--- src/hdl/smie_pkg.sv ---
// ----------------------------------------------------------------------------
// smie_pkg: shared types and constants for the stack machine executor
// Opcodes, error codes, register addresses and the front-to-back queue entry.
// ----------------------------------------------------------------------------
`default_nettype none
package smie_pkg;

  localparam logic [5:0] OP_BEGIN = 6'd10;
  localparam logic [5:0] OP_POP   = 6'd11;
  localparam logic [5:0] OP_ADD   = 6'd12;
  localparam logic [5:0] OP_SUB   = 6'd13;
  localparam logic [5:0] OP_MUL   = 6'd14;
  localparam logic [5:0] OP_DIV   = 6'd15;
  localparam logic [5:0] OP_OUT   = 6'd16;
  localparam logic [5:0] OP_IN    = 6'd17;
  localparam logic [5:0] OP_RET   = 6'd18;
  localparam logic [5:0] OP_END   = 6'd19;
  localparam logic [5:0] OP_CALL  = 6'd20;
  localparam logic [5:0] OP_JMP   = 6'd21;
  localparam logic [5:0] OP_JEQ   = 6'd22;
  localparam logic [5:0] OP_JNE   = 6'd23;
  localparam logic [5:0] OP_JA    = 6'd24;
  localparam logic [5:0] OP_JAE   = 6'd25;
  localparam logic [5:0] OP_JB    = 6'd26;
  localparam logic [5:0] OP_JBE   = 6'd27;
  localparam logic [5:0] OP_PUSH  = 6'd30;
  localparam logic [5:0] OP_POPR  = 6'd40;
  localparam logic [5:0] OP_PUSHR = 6'd41;

  localparam logic [2:0] ERR_NONE  = 3'd0;
  localparam logic [2:0] ERR_UNDER = 3'd1;
  localparam logic [2:0] ERR_OVER  = 3'd2;
  localparam logic [2:0] ERR_DIV0  = 3'd3;
  localparam logic [2:0] ERR_REG   = 3'd4;
  localparam logic [2:0] ERR_LABEL = 3'd5;
  localparam logic [2:0] ERR_OPC   = 3'd6;

  localparam logic [0:0] REG_PROGRAM_LENGTH = 1'b0;

  // classified word handed from front to back
  typedef struct packed {
    logic [5:0]  mode;
    logic [31:0] argument;
    logic [31:0] in_value;
    logic [2:0]  pre_err;  // opcode, label or register error found up front
  } smie_item_t;

endpackage
`default_nettype wire

--- src/hdl/smie_front.sv ---
// ----------------------------------------------------------------------------
// smie_front: instruction intake and classification
// Accepts a word, checks opcode, label and register index, and queues it.
// ----------------------------------------------------------------------------
`default_nettype none
module smie_front
  import smie_pkg::*;
#(
  parameter int NUM_REGS = 8
) (
  input  wire logic        clk,
  input  wire logic        rst,
  input  wire logic        in_valid,
  output logic             in_stall,
  input  wire logic [5:0]  mode,
  input  wire logic [31:0] argument,
  input  wire logic [31:0] in_value,
  input  wire logic [15:0] program_length,
  output logic             q_valid,
  output smie_item_t       q_item,
  input  wire logic        q_pop
);

  localparam int QD = 2;

  smie_item_t  entries [QD];
  logic        wr_ptr, rd_ptr;
  logic [1:0]  count;
  logic        push;
  logic        known, noarg, is_jump, is_reg;
  logic [2:0]  err;

  always_comb begin
    known   = (mode >= OP_BEGIN && mode <= OP_JBE) || mode == OP_PUSH ||
              mode == OP_POPR || mode == OP_PUSHR;
    noarg   = mode >= OP_BEGIN && mode <= OP_END;
    is_jump = mode >= OP_CALL && mode <= OP_JBE;
    is_reg  = mode == OP_POPR || mode == OP_PUSHR;
    if (!known || (noarg && argument != 32'd0)) begin
      err = ERR_OPC;
    end else if (is_jump && (argument[31] || argument[30:16] != 15'd0 ||
                             argument[15:0] >= program_length)) begin
      err = ERR_LABEL;
    end else if (is_reg && (argument[31] || {1'b0, argument} >= 33'(NUM_REGS))) begin
      err = ERR_REG;
    end else begin
      err = ERR_NONE;
    end
  end

  assign in_stall = count == 2'(QD);
  assign push     = in_valid && !in_stall;
  assign q_valid  = count != 2'd0;
  assign q_item   = entries[rd_ptr];

  always_ff @(posedge clk) begin
    if (push) begin
      entries[wr_ptr] <= '{mode: mode, argument: argument, in_value: in_value,
                           pre_err: err};
    end
    if (rst) begin
      wr_ptr <= 1'b0;
      rd_ptr <= 1'b0;
      count  <= 2'd0;
    end else begin
      if (push) wr_ptr <= ~wr_ptr;
      if (q_pop) rd_ptr <= ~rd_ptr;
      count <= count + 2'(push) - 2'(q_pop);
    end
  end

endmodule
`default_nettype wire

--- config.mk ---
export PLATFORM = sky130hd
export DESIGN_NAME = smie_front
export DESIGN_NICKNAME = d
export VERILOG_FILES = /design/src/hdl/smie_pkg.sv /design/src/hdl/smie_front.sv
export SDC_FILE = /design/constraint.sdc
export NUM_CORES = 1
export LEC_CHECK = 0
export BUFFER_PORTS_ARGS = -buffer_cell sky130_fd_sc_hd__buf_2
export CORE_ASPECT_RATIO = 0.9
export CORE_UTILIZATION = 50
export DETAILED_ROUTE_END_ITERATION = 10
export PLACE_DENSITY_LB_ADDON = 0.3
export SLEW_MARGIN = 25
export SYNTH_ARGS = -nofsm -noshare
export SYNTH_HDL_FRONTEND = slang
export SYNTH_SLANG_ARGS = --single-unit
--- constraint.sdc ---
create_clock -name clk -period 12.2 [get_ports clk]
set_input_delay 2.44 -clock clk [delete_from_list [all_inputs] [get_ports clk]]
set_output_delay 2.44 -clock clk [all_outputs]
set_load 0.02 [all_outputs]
==> qor.txt <==
status: finished, final reports clean
startpoint types: flop
Layout area overhead: 26.4%
most common cell after layout, fill and taps aside: buf_2
worst-case clock skew: 0.00484 ns
via count: 3,537
crit path buf inv count: 1
Setup Viol. Count Final: 0
CTS tree: built
commonest cells after routing, fill and taps aside: buf_2, edfxtp_1, mux2_2, inv_1, ha_1
worst skew pair latency: 0.42 ns
Slew Viols, Final: 0
post-synthesis sequential area ratio: 73.6%
max-cap violations: 0
worst-margin pin slew: 0.996 ns
I/O pin cnt: 165
routability congestion estimate: 0.776
Filler Cell Count: 867
RSZ-0062 raised after global routing: no
P_leak: 3.00 nW
post-route ant nets: 0
register area: 4490 µm²
Syn Nets: 449
Finished Core Util: 66.0%
crit-path leading delay family: flip-flops
Final Hold Vio Count: 0
Yosys top cell area share: 71.9%
slew margin rel.: 33.6%
ANT cells: 0
GRT overflow: 0
nets: 625
clk buf depth: 2
pin count of the biggest net entering global routing: 74
Syn. warnings: 0
mean post-synth cell area: 17.9 µm²
critical path arrival: 2.04 ns
power per cell area: 192 nW/µm²
Max Freq: 223 MHz
post-DR vias/cell: 5.16
site row count: 37
I/O Buffers: 164
vias in the first global route: 3,516
first-pass GRT wire length: 17,600 µm
DRT Wirelength: 11,300 µm
area leader, netlist: edfxtp_1
chip height: 107 µm
TritonCTS buffer count: 17
initial antenna violation count: 0
Die X: 118 µm
htree depth: 4
ranking of synthesized cells by area: edfxtp_1, mux2_2, ha_1
initial drt markers: 149
starting density of the core: 52.2%
CTS resizes: 0
critical-path cell list: mux2_2 > buf_2
multi-input logic area: 1520 µm²
DRC Markers: 0
Fin Setup TNS: 0 ns
Post-synth EDFFs: 146
Slowest-stage cell, CP: dfxtp_4
CP max stage delay: 1.02 ns
maximum vdd drop: 0.000147 V
Post-Syn Instances: 341
Synth cell types: 38
layout cells sized above 1: 52.5%
detailed-route wire length per cell: 16.5 µm
Seq cells post-synth: 151
post-DP HPWL: 7290 µm
crit path max fanout: 73
core box area: 11,700 µm²
Syn Std Cell Area: 6090 µm²
crit path kind: flop to output port
fin crit share: 36.8%
die area: 12,600 µm²
setup bufs post-CTS: 0
Async S/R FF share, synth: 0%
clock sink count: 151
hold buffer count at cts: 0
min Tclk post-route: 4.48 ns
Hold WC Path Type: flop to flop
worst path required time: 9.76 ns
Root Buffer: clkbuf_16
Most used DFF post-synth: edfxtp_1
Worst-path clk slew: 0.06 ns
TritonRoute pass-1 iters: 4
Crit. End Element: output port
overall routing resource usage: 19.0%
-- per-layer routing --
layer	track usage [%]	wire length, µm
met1	24.0	5100
met2	30.0	5330
met3	7.55	804
met4	6.24	93
met5	0	0
-- cell families after synthesis --
kind of cell / count (synthesis) / synth area share (%)
xor+xnor: 5 / 0.719
simple gates: 47 / 4.60
compound gates: 20 / 2.20
fa+ha+maj: 18 / 3.70
flops: 151 / 73.6
mux: 73 / 13.5
buf+inv: 27 / 1.72
-- per-stage QoR --
| stage | instances | setup WS, ns | power [mW] | cell area, µm² | hold slack [ns] |
|---|---|---|---|---|---|
| 2_1_floorplan | 341 | 6.12 | 0.880 | 6090 | 0.480 |
| 3_3_place_gp | 653 | 7.78 | 0.970 | 7100 | 0.491 |
| 3_5_place_dp | 653 | 7.74 | 0.978 | 7100 | 0.503 |
| 4_1_cts | 685 | 7.66 | 1.50 | 7680 | 0.525 |
| 5_1_grt | 686 | 7.59 | 1.54 | 7700 | 0.573 |
| 6_report | 686 | 7.72 | 1.48 | 7700 | 0.525 |
-- where the power goes --
part / internal (mW) / switching, mW
logic: 0.105 / 0.170
clock network: 0.321 / 0.195
registers: 0.664 / 0.0265
total: 1.09 / 0.392
-- final timing paths --
check / slack [ns] / end / cells after the start / startpoint
max: 7.72 / q_item[15] / 2 / flop
min: 0.52 / rd_ptr / 2 / rd_ptr
max reg2reg: 9.81 / entries[0][2] / 4 / count[0]
min reg2reg: 0.52 / rd_ptr / 2 / rd_ptr
-- state kept, by name (all words and copies together), names as in the netlist, named ones only --
signal   count
wr_ptr       1
rd_ptr       1
entries    146
count        2
-- worst min-delay path, stage by stage, from the launching register on --
cell and delay [ns]:
dfxtp_1 0.33, xnor2_1 0.09, nor2_1 0.07
-- synthesized netlist by cell type (all sizes together), types with 2 or more instances --
library cell  instances
a21oi                 7
clkbuf                8
dfxtp                 5
edfxtp              146
ha                   18
inv                  18
mux2                 73
nand2                 6
nand2b                2
nand4                 4
nor2                 12
nor2b                 4
nor3                  6
nor4                  6
o21ai                 4
or2                   2
xnor2                 2
xor2                  3
-- area by class of cell --
type	instances	area share, %
clock buffers	20	5.67
clock inverters	12	1.96
inverters	18	0.877
multi-input cells	163	19.7
flip-flops and latches	151	58.2
well taps	156	2.53
repair buffers	166	11.0
Note: power is estimated with default switching activity, not from simulation.
